### src/hw/rtl/arc_replacement_policy_assert.svh
// Assertion macros shared by the directory RTL.
// Both sample on clk and are quiet while rst_n is low.
`ifndef ARC_REPLACEMENT_POLICY_ASSERT_SVH
`define ARC_REPLACEMENT_POLICY_ASSERT_SVH

// same-cycle implication
`define ARC_ASSERT(label, ante, cons, msg) \
  label: assert property (@(posedge clk) disable iff (!rst_n) (ante) |-> (cons)) else $error(msg);

// next-cycle implication
`define ARC_ASSERT_NEXT(label, ante, cons, msg) \
  label: assert property (@(posedge clk) disable iff (!rst_n) (ante) |=> (cons)) else $error(msg);

`endif

### src/hw/rtl/arc_ram.sv
// Single write port, single read port, registered read.
module arc_ram #(
  parameter int WIDTH = 8,
  parameter int DEPTH = 16
) (
  input  logic                     clk,
  input  logic                     we,
  input  logic [$clog2(DEPTH)-1:0] waddr,
  input  logic [WIDTH-1:0]         wdata,
  input  logic [$clog2(DEPTH)-1:0] raddr,
  output logic [WIDTH-1:0]         rdata
);

  logic [WIDTH-1:0] mem [DEPTH];
  logic [WIDTH-1:0] rdata_r;

  always_ff @(posedge clk) begin
    if (we) begin
      mem[waddr] <= wdata;
    end
    rdata_r <= mem[raddr];
  end

  assign rdata = rdata_r;

endmodule

### config.mk
export PLATFORM = sky130hd
export DESIGN_NAME = arc_ram
export DESIGN_NICKNAME = d
export VERILOG_FILES = /design/src/hw/rtl/arc_replacement_policy_assert.svh /design/src/hw/rtl/arc_ram.sv
export SDC_FILE = /design/constraint.sdc
export NUM_CORES = 1
export LEC_CHECK = 0
export BUFFER_PORTS_ARGS = -buffer_cell sky130_fd_sc_hd__buf_4
export CAP_MARGIN = 20
export CORE_ASPECT_RATIO = 0.75
export CORE_MARGIN = 3
export CORE_UTILIZATION = 54
export DETAILED_ROUTE_END_ITERATION = 10
export PLACE_DENSITY = 0.72
export SYNTH_ARGS = -nofsm -noshare
export SYNTH_HDL_FRONTEND = slang
export SYNTH_SLANG_ARGS = --single-unit
### constraint.sdc
create_clock -name clk -period 2.1 [get_ports clk]
set_clock_uncertainty 0.05 [all_clocks]
set_input_delay 0.21 -clock clk [delete_from_list [all_inputs] [get_ports clk]]
set_output_delay 0.21 -clock clk [all_outputs]
set_load 0.01 [all_outputs]
* Word level (Yosys, flattened, before mapping) *
Memories as Yosys holds them, arrays and structs flattened. A register that Yosys moved wholly into a read port is not among the register bits.
Cells that the tools add are included.

storage, ports and cells
  flip-flop bits (word level) = 0
  bits in writable memories = 128
  output and inout bits = 8
  word-level logic and storage cells = 3
  memories = 1

memory list
  memory  words  width  rd ports  clocked after Yosys merged registers in  wr ports  line           RTL
  mem     16     8      1         1                                        1         arc_ram.sv:14  logic [WIDTH-1:0] mem [DEPTH];

cells by class
  multiplexer cells = 2

operators by type and width
  cell              count
  1-bit 2-to-1 mux  2

* Longest topological paths before layout *
  depth in word-level cells = 2
  depth in mapped cells = 5
  mapped depth without buffers = 3

* Least setup slack after synthesis *
No wires, ideal clock.

  kind = input-to-reg
  from = input waddr[2]
  to = memory mem[0][0], enable pin
  library setup time = 0.383 ns
  data arrival time = 1.320 ns
  required time = 1.667 ns
  slack = 0.347 ns
  stages on the path = 2
  buffers on the path = 0
  cell sequence = or3b_2 -> nor3_1

RTL lines
  element      line           RTL
  from (decl)  arc_ram.sv:8   input logic [$clog2(DEPTH)-1:0] waddr,
  to (decl)    arc_ram.sv:14

Straight into the memory's write port.

==> summary.md <==
| Metric | Value |
|---|---|
| Outcome | `completed` |
| Die Y | `90.6 um` |
| Placed cells | `392` |
| CP delay by family, top | `multiplexers` |
| Final routed DRC violation total | `0` |
| Area leader, netlist | `edfxtp_1` |
| Share of post-route cells with drive strength above 1 | `30.2%` |
| Nets | `301` |
| Antenna diodes | `0` |
| Flop pwr share | `50.5%` |
| Die width | `119 um` |
| Worst hold path startpoint | `wdata[5]` |
| Worst Path Max Fanout | `1` |
| Root Buffer | `clkbuf_16` |
| Crit path DAT | `1670 ps` |
| Most frequent cells in the layout | `edfxtp_1, buf_4, mux4_2, clkbuf_16, a22oi_1` |
| Sequential cell area fraction in the yosys report | `77.8%` |
| Hold Path Class | `input pin to register` |
| CTS tree | `done` |
| Fmax | `0.699 GHz` |
| Leak | `0.00209 uW` |
| Clock-pin slew of the registers on the worst-case setup and hold paths | `60 ps` |
| Tot GR Track Use | `19.6%` |
| First-pass GRT wire length | `14700 um` |
| Clock buffer depth | `2` |
| Avg Cell Area, Syn | `22.5 um^2` |
| Worst-margin pin slew | `463 ps` |
| Routed Wire Length | `9580 um` |
| Reg-to-reg endpoint | `rdata[0]` |
| IO Port Bufs | `25` |
| CTS Sinks | `136` |
| Gate power share | `4.9%` |
| Total grt overflow | `0` |
| Final-report hold violation count | `0` |
| Worst r2r src | `mem[1][0]` |
| RSZ-0062 raised after global routing | `no` |
| Critical Path Source Type | `register` |
| Number of antenna violations at the first check in global routing | `0` |
| Initial DRC Count | `231` |
| Setup repair bufs after CTS | `0` |
| Fin. max-slew vios | `0` |
| DP HPWL | `6130 um` |
| R2r setup slk | `670 ps` |
| CTS Buf Count | `17` |
| Internal power | `4870 uW` |
| Area Growth Syn to Fin | `18.7%` |
| Total power | `6050 uW` |
| Largest cells by area after synthesis | `edfxtp_1, mux4_2, mux4_1` |
| Vias per inst | `5.75` |
| Crit-path cells | `mux4_1 > a22oi_1 > nand2_1` |
| Vias | `2433` |
| Fin Setup TNS | `0 ps` |
| Core area | `9160 um^2` |
| Yosys top cell area share | `74.7%` |
| Min cycle time layout | `1430 ps` |
| Wire per inst | `22.6 um` |
| Post-synthesis cell area | `5150 um^2` |
| WHS Endpoint | `mem[6][5]` |
| Power Density | `990 nW/um^2` |
| Cells after Synth | `229` |
| Cells on Worst Hold Path | `1` |
| Max Cap Viol | `0` |
| Sum of buffers and inverters on the critical path | `0` |
| Largest net degree at the start of global routing | `33` |
| Switching part of the total | `19.4%` |
| VDD IR-drop max | `625 uV` |
| Later-pin clock latency in the skew report | `410 ps` |
| Hold slack | `60.7 ps` |
| Sw power | `1180 uW` |
| Post-Syn Nets | `247` |
| ANT nets after route | `0` |
| RePlAce Congestion | `0.726` |
| Final setup violation count | `0` |
| Final non-filler cell total | `423` |
| Slew headroom | `69.2%` |
| Flops & latches, synth | `136` |
| Worst Reg-to-Reg Cells | `3` |
| DRT Pass-1 Iters | `4` |
| Die Footprint | `10800 um^2` |
| Row cnt | `30` |
| Clock group share of total power | `44.5%` |
| Post-CTS Hold Fix Bufs | `0` |
| Vias in the first global route | `2534` |
| CTS resizes | `0` |
| Crit path required time | `2340 ps` |
| Critical path class | `register to register` |
| Initial Util | `56.2%` |
| H-tree Lvls | `4` |
| Post-route clock period utilization | `68.1%` |
| Number of synthesis warnings | `0` |
| Final WS setup | `669 ps` |
| Crit path launch | `mem[1][0]` |
| Most common cell after layout, fill and taps aside | `edfxtp_1` |
| Top Ports | `26` |
| Crit end category | `register` |
| Pre-CTS setup slack | `335 ps` |
| Worst path max stage delay | `510 ps` |
| CP max-delay cell | `mux4_1` |
| Cell variety after synth | `19` |
power by group through the flow:
stage | sequential, uW | clock, uW | combinational (uW)
2_1_floorplan | 3110 | 0 | 154
3_3_place_gp | 3110 | 0 | 296
3_5_place_dp | 3110 | 0 | 303
4_1_cts | 3060 | 2740 | 303
5_1_grt | 3060 | 2860 | 326
6_report | 3060 | 2690 | 298
metal layers:
metal,vias to the layer above,part of all wire [%],track usage [%],routed length (um)
met5,-,0,0,0
met4,0,1.1,5.98,106
met3,11,9.6,7.01,918
met2,103,46,28.3,4440
met1,1237,43,28.3,4110
li1,1082,-,-,-
cells by family (layout without fill, tap and decap cells):
group	Yosys count	after routing	share of synthesized area, %
multiplexers	32	32	15.0
AND/OR/NAND/NOR	35	35	3.18
AO/OA/AOI/OAI	16	16	2.33
flip-flops	136	136	77.8
buffers and inverters	10	76	1.68
per-stage QoR:
step	utilization (%)	area (um^2)
6_report	66.7	6110
5_1_grt	66.7	6110
3_5_place_dp	60.8	5570
2_1_floorplan	-	5150
4_1_cts	66.7	6110
3_3_place_gp	60.8	5570
sequential cells by signal (all words and copies together), names as in the netlist:
| signal | cells |
|---|---|
| mem | 128 |
| rdata | 8 |
worst max-delay path by stage:
stage | to | slack (ps) | depth (start not counted)
floorplan | mem[0][0] | 350 | 2
CTS | rdata[0] | 630 | 3
finish | rdata[0] | 670 | 3
global route | rdata[0] | 600 | 3
global placement | rdata[3] | 340 | 5
detailed placement | rdata[0] | 340 | 4
cell usage after synthesis:
library cell     instances
edfxtp_1               128
nor2b_1                  1
nand2_1                  9
clkdlybuf4s25_2          3
buf_4                    1
buf_2                    3
dfxtp_1                  8
mux4_2                  18
and2b_1                  1
a22oi_1                 16
and2_1                   1
nor3_1                   4
nand3_1                  1
or3b_2                   1
mux4_1                  14
nor2_1                  13
nand2b_1                 2
nand3b_1                 2
buf_6                    3
area by class of cell:
| class | instances | area [um^2] |
|---|---|---|
| clock buffers | 17 | 425 |
| repair buffers | 45 | 350 |
| clock inverters | 14 | 115 |
| flip-flops and latches | 136 | 4000 |
| multi-input cells | 83 | 1060 |
| well taps | 128 | 160 |
| fillers | 638 | 3050 |
No activity file was read; power rests on OpenSTA's default activity.
