File: src/hw/rtl/arc_replacement_policy_assert.svh
// Assertion macros shared by the directory RTL.
// Both sample on clk and are quiet while rst_n is low.
`ifndef ARC_REPLACEMENT_POLICY_ASSERT_SVH
`define ARC_REPLACEMENT_POLICY_ASSERT_SVH

// same-cycle implication
`define ARC_ASSERT(label, ante, cons, msg) \
  label: assert property (@(posedge clk) disable iff (!rst_n) (ante) |-> (cons)) else $error(msg);

// next-cycle implication
`define ARC_ASSERT_NEXT(label, ante, cons, msg) \
  label: assert property (@(posedge clk) disable iff (!rst_n) (ante) |=> (cons)) else $error(msg);

`endif

File: src/hw/rtl/arc_div.sv
// Restoring divider, one quotient bit per cycle.
// done pulses in the cycle after the last step; quo holds until the next start.
module arc_div #(
  parameter int W = 8
) (
  input  logic         clk,
  input  logic         rst_n,
  input  logic         start,
  input  logic [W-1:0] num,
  input  logic [W-1:0] den,
  output logic         done,
  output logic [W-1:0] quo
);

  localparam int SW = (W > 1) ? $clog2(W) : 1;

  logic          busy_r, busy_nxt;
  logic          done_r, done_nxt;
  logic [SW-1:0] step_r, step_nxt;
  logic [W-1:0]  rem_r, rem_nxt;
  logic [W-1:0]  quo_r, quo_nxt;
  logic [W-1:0]  den_r, den_nxt;
  logic [W:0]    shifted;
  logic [W:0]    diff;

  // one shift-subtract step
  always_comb begin
    shifted  = {rem_r, quo_r[W-1]};
    diff     = shifted - {1'b0, den_r};
    busy_nxt = busy_r;
    done_nxt = 1'b0;
    step_nxt = step_r;
    rem_nxt  = rem_r;
    quo_nxt  = quo_r;
    den_nxt  = den_r;
    if (start) begin
      busy_nxt = 1'b1;
      step_nxt = '0;
      rem_nxt  = '0;
      quo_nxt  = num;
      den_nxt  = den;
    end else if (busy_r) begin
      rem_nxt = diff[W] ? shifted[W-1:0] : diff[W-1:0];
      quo_nxt = {quo_r[W-2:0], ~diff[W]};
      if (step_r == SW'(W - 1)) begin
        busy_nxt = 1'b0;
        done_nxt = 1'b1;
      end else begin
        step_nxt = step_r + 1'b1;
      end
    end
  end

  always_ff @(posedge clk) begin
    if (!rst_n) begin
      busy_r <= 1'b0;
      done_r <= 1'b0;
      step_r <= '0;
    end else begin
      busy_r <= busy_nxt;
      done_r <= done_nxt;
      step_r <= step_nxt;
    end
  end

  always_ff @(posedge clk) begin
    rem_r <= rem_nxt;
    quo_r <= quo_nxt;
    den_r <= den_nxt;
  end

  assign done = done_r;
  assign quo  = quo_r;

endmodule
File: config.mk
export PLATFORM = sky130hd
export DESIGN_NAME = arc_div
export DESIGN_NICKNAME = d
export VERILOG_FILES = /design/src/hw/rtl/arc_replacement_policy_assert.svh /design/src/hw/rtl/arc_div.sv
export SDC_FILE = /design/constraint.sdc
export NUM_CORES = 1
export LEC_CHECK = 0
export BUFFER_PORTS_ARGS = -buffer_cell sky130_fd_sc_hd__buf_2
export CAP_MARGIN = 20
export CORE_MARGIN = 2
export CORE_UTILIZATION = 49
export CTS_CLUSTER_SIZE = 20
export DETAILED_ROUTE_END_ITERATION = 10
export PLACE_DENSITY_LB_ADDON = 0.15
export SKIP_CTS_REPAIR_TIMING = 1
export SLEW_MARGIN = 5
export SYNTH_ARGS = -nofsm -noshare
export SYNTH_HDL_FRONTEND = slang
export SYNTH_SLANG_ARGS = --single-unit
File: constraint.sdc
create_clock -name clk -period 2.9 [get_ports clk]
set_clock_uncertainty 0.1 [all_clocks]
set_input_delay 0.29 -clock clk [delete_from_list [all_inputs] [get_ports clk]]
set_output_delay 0.29 -clock clk [all_outputs]
set_load 0.03 [all_outputs]
# After elaboration in Yosys (flattened, before gate mapping)
# Index checks and enable logic that the tools add are counted.
# word_totals
ff_bits	29
in_bits	19
# op_classes
addsub	2
eq_ne	1
n_mux	7
bitwise	4
n_reduce_logical	4
# ops
op	count
two-way mux 8 bit	3
subtractor 9 x 8 -> 9 bit	1
two-way mux 1 bit	4
inverter 1 bit	4
adder 3 x 1 -> 3 bit, second input constant	1
equality test 3 bit, second input constant	1
OR reduction 3 bit	1
AND reduction 2 bit	1
nonzero test 2 bit	1
OR reduction 2 bit	1

# Logic depth before layout (Yosys ltp)
# depth
word_depth	4
ltp_mapped	10
mapped_depth_nobuf	9

# Least setup slack after synthesis
# OpenSTA, ideal clock, no wires.
# synth_timing
path_type	register to register
startpoint	register quo_r[7] (netlist: quo[7])
endpoint	register rem_r[0]
t_arrival_ns	2.522
setup_slack_ns	0.199
path_stages_with_launch	10
n_path_buf	0
path_cell_list	edfxtp_1 > inv_1 > ha_1 > fa_1 > nand2b_1 > a211oi_2 > mux2i_1 > o2111a_2 > mux2_4 > a211oi_2
# synth_between
elab_chain_len	2
# synth_lines
item	line	text
start, declared	arc_div.sv:21	logic [W-1:0] quo_r, quo_nxt;
start signal, assigned	arc_div.sv:68	quo_r <= quo_nxt;
subtractor 9 x 8 -> 9 bit	arc_div.sv:29	diff = shifted - {1'b0, den_r};
two-way mux 8 bit *	arc_div.sv:43	rem_nxt = diff[W] ? shifted[W-1:0] : diff[W-1:0];
end signal, assigned	arc_div.sv:67	rem_r <= rem_nxt;
end, declared	arc_div.sv:20	logic [W-1:0] rem_r, rem_nxt;
# Mark *: on every way between the ends. The rest lies on a longest branch, timed or not.
# A chain may end at the register's enable or synchronous reset.

# Worst setup path in the final report
# Ends and elaborated chain as after synthesis.

==> flow_metrics.tcl <==
set metrics [dict create \
    synth-seq-area-share 0.4933 \
    routed_via_density 5.284 \
    grt_pass1_wl_mm 4.174 \
    nNetsFinal 193 \
    synth_fp_nets 162 \
    diodes 0 \
    path_buf_inv 1 \
    max-vdd-ir-drop_uv 495.3 \
    p_per_area_nw_per_um2 595.2 \
    cts_max_level 2 \
    die_x_um 59.36 \
    clkSinkCount 29 \
    num_vias 1041 \
    synth.area.top_cells "edfxtp_1 (32%), dfxtp_1 (17%), ha_1 (8.3%)" \
    wl_per_cell_um 12.74 \
    power_mw 1.037 \
    cp_slowest_cell "fa_1" \
    path_cells "inv_1 -> ha_1 -> fa_1 -> nand2b_1 -> a211oi_2 -> mux2i_1 -> o2111a_2 -> mux2_4 -> a211oi_2" \
    post_dp_cell_area_um2 1667 \
    synth_commonest_cells "edfxtp_1 (16), dfxtp_1 (13), inv_1 (11), ha_1 (10), nor2_1 (10)" \
    synth_top_cell_area_share 0.3200 \
    critical_path_class "flip-flop to flip-flop" \
    hold_class "input port to flip-flop" \
    gr-usage-all-layers 0.1624 \
    synth_top_area_cell "edfxtp_1" \
    syn_inst 132 \
    post-route-period-util 0.9559 \
    antenna_found_initial 0 \
    tightestPinTransition_ns 0.5029 \
    synth.avg_cell_area_um2 11.37 \
    grt_overflow 0 \
    wirelength_mm 2.510 \
    hpwl_mm 1.932 \
    path_clk_slew_ns 0.09 \
    max_freq_mhz 360.7 \
    ant_nets 0 \
    core_um2 2978 \
    max_stage_delay_ns 0.40 \
    grt_max_degree 27 \
    synthToLayoutAreaGrowth_pct 16.00 \
    drive_gt1_frac 0.2805 \
    synth_edf_count 16 \
    clkLatencyLatePin_ns 0.33 \
    grt-busiest-layer "met2" \
    worstSetupEndpointType "flip-flop" \
    io_buffer_count 27 \
    yosys_warnings 0 \
    tritoncts "built" \
    gr-usage-met1 0.2003 \
    die_h_um 59.36 \
    async_flop_share 0 \
    crit_top_cell "a211oi_2" \
    yosysMostFrequentCell "edfxtp_1" \
    crit_required_ns 3.06 \
    finalSetupViolCount 0 \
    cts_made_buffers 5 \
    synth_cell_types 33 \
    dr.pass1.iters 4 \
    synth_area_um2 1501 \
    globalplace.congestion 0.8029 \
    use_met2 0.2543 \
    hold_viol 0 \
    start_util 0.5042 \
    relSlewSlack 0.6648 \
    cp-start-kind "flip-flop" \
    cap_violations 0 \
    drcViolationCount 0 \
    synthFlopType "edfxtp_1" \
    clock_path_buffers 2 \
    ios 28 \
    std_cell_rows 20 \
    tns_ns 0 \
    rsz0062_at_grt "no" \
    ys_ff_latch 29 \
    status "finished, final reports clean" \
    post-route-cell-area_um2 1742 \
    first_global_vias 986 \
    root_buffer "clkbuf_4" \
    post-route-min-period_ns 2.772 \
    cp_top_family "compound AO/OA/AOI/OAI gates" \
    p_leak_nw 0.7898 \
    die-area_um2 3523 \
    finalMaxSlewViolations 0 \
    initialDrtViolationCount 23 \
    met3_usage 0.06114 \
    whs_ns 0.03125 \
    crit_path_max_fanout 6 \
    worstPathArrival_ns 2.93 \
]
-- where the power goes --
part	internal, mW	switching [mW]
registers	0.471	0.0210
logic	0.101	0.126
clock network	0.179	0.139
total	0.751	0.285
-- through the flow --
step	utilization	setup WS [ns]	cells
global route	0.5849	0.01511	197
finish	0.5849	0.1278	197
CTS	0.5849	0.1543	197
detailed placement	0.5597	0.1698	189
floorplan	-	0.1988	132
global placement	0.5597	0.2899	189
-- layout by cell type (no fill, tap or decap), types with 3 or more instances in the layout --
cell / instances
nor2b_1: 3
ha_1: 10
o21ai_0: 4
nand3_1: 3
nand2_1: 6
mux2_2: 7
nand2b_1: 7
buf_2: 27
nor2_1: 10
dfxtp_1: 13
a21oi_1: 3
mux2i_1: 7
edfxtp_1: 16
xnor2_1: 4
inv_1: 11
a211oi_1: 4
clkbuf_4: 5
-- worst reg2reg max path: cells and delay by family, from the launching register on --
family,cells,cell delay [ns]
and+or+nand+nor,1,0.21
DFF,1,0.37
AOI/OAI and AO/OA,3,0.77
buffers and inverters,1,0.07
adders and majority gates,2,0.62
muxes,2,0.56
-- cells by family after synthesis --
kind of cell | Yosys count | synth area share
AND/OR/NAND/NOR | 32 | 0.1033
AO/OA/AOI/OAI | 24 | 0.1225
buffers and inverters | 15 | 0.04000
adder cells (fa/ha/maj) | 11 | 0.09667
flip-flops | 29 | 0.4933
multiplexers | 15 | 0.1092
XOR/XNOR | 6 | 0.03500
-- cell type report --
type | instances | area [um^2]
clock buffers | 6 | 41.29
clock inverters | 2 | 33.78
multi-input cells | 88 | 700.7
well taps | 33 | 41.29
inverters | 11 | 41.29
fillers | 261 | 1236
repair buffers | 28 | 142.6
flip-flops and latches | 29 | 740.7
-- final timing paths --
path              startpoint   endpoint  slack (ns)  depth (start not counted)
setup / recovery      quo[7]   rem_r[0]        0.13                          9
hold / removal        den[0]   den_r[0]        0.03                          1
setup reg to reg      quo[7]   rem_r[0]        0.13                          9
hold reg to reg    step_r[2]  step_r[2]        0.41                          2
-- layer usage --
layer  up-vias  share of wire  routed length, um
met1       479           0.48               1199
met5         -              0                  0
met2        20           0.46               1159
met4         0          0.014                 34
met3         4          0.046                115
li1        538              -                  -
-- sequential cells by signal, summed over array words and instances, names as in the netlist --
| register | flops |
|---|---|
| done | 1 |
| rem_r | 8 |
| step_r | 3 |
| busy_r | 1 |
| den_r | 8 |
| quo | 8 |
(Power assumes the default switching activity.)
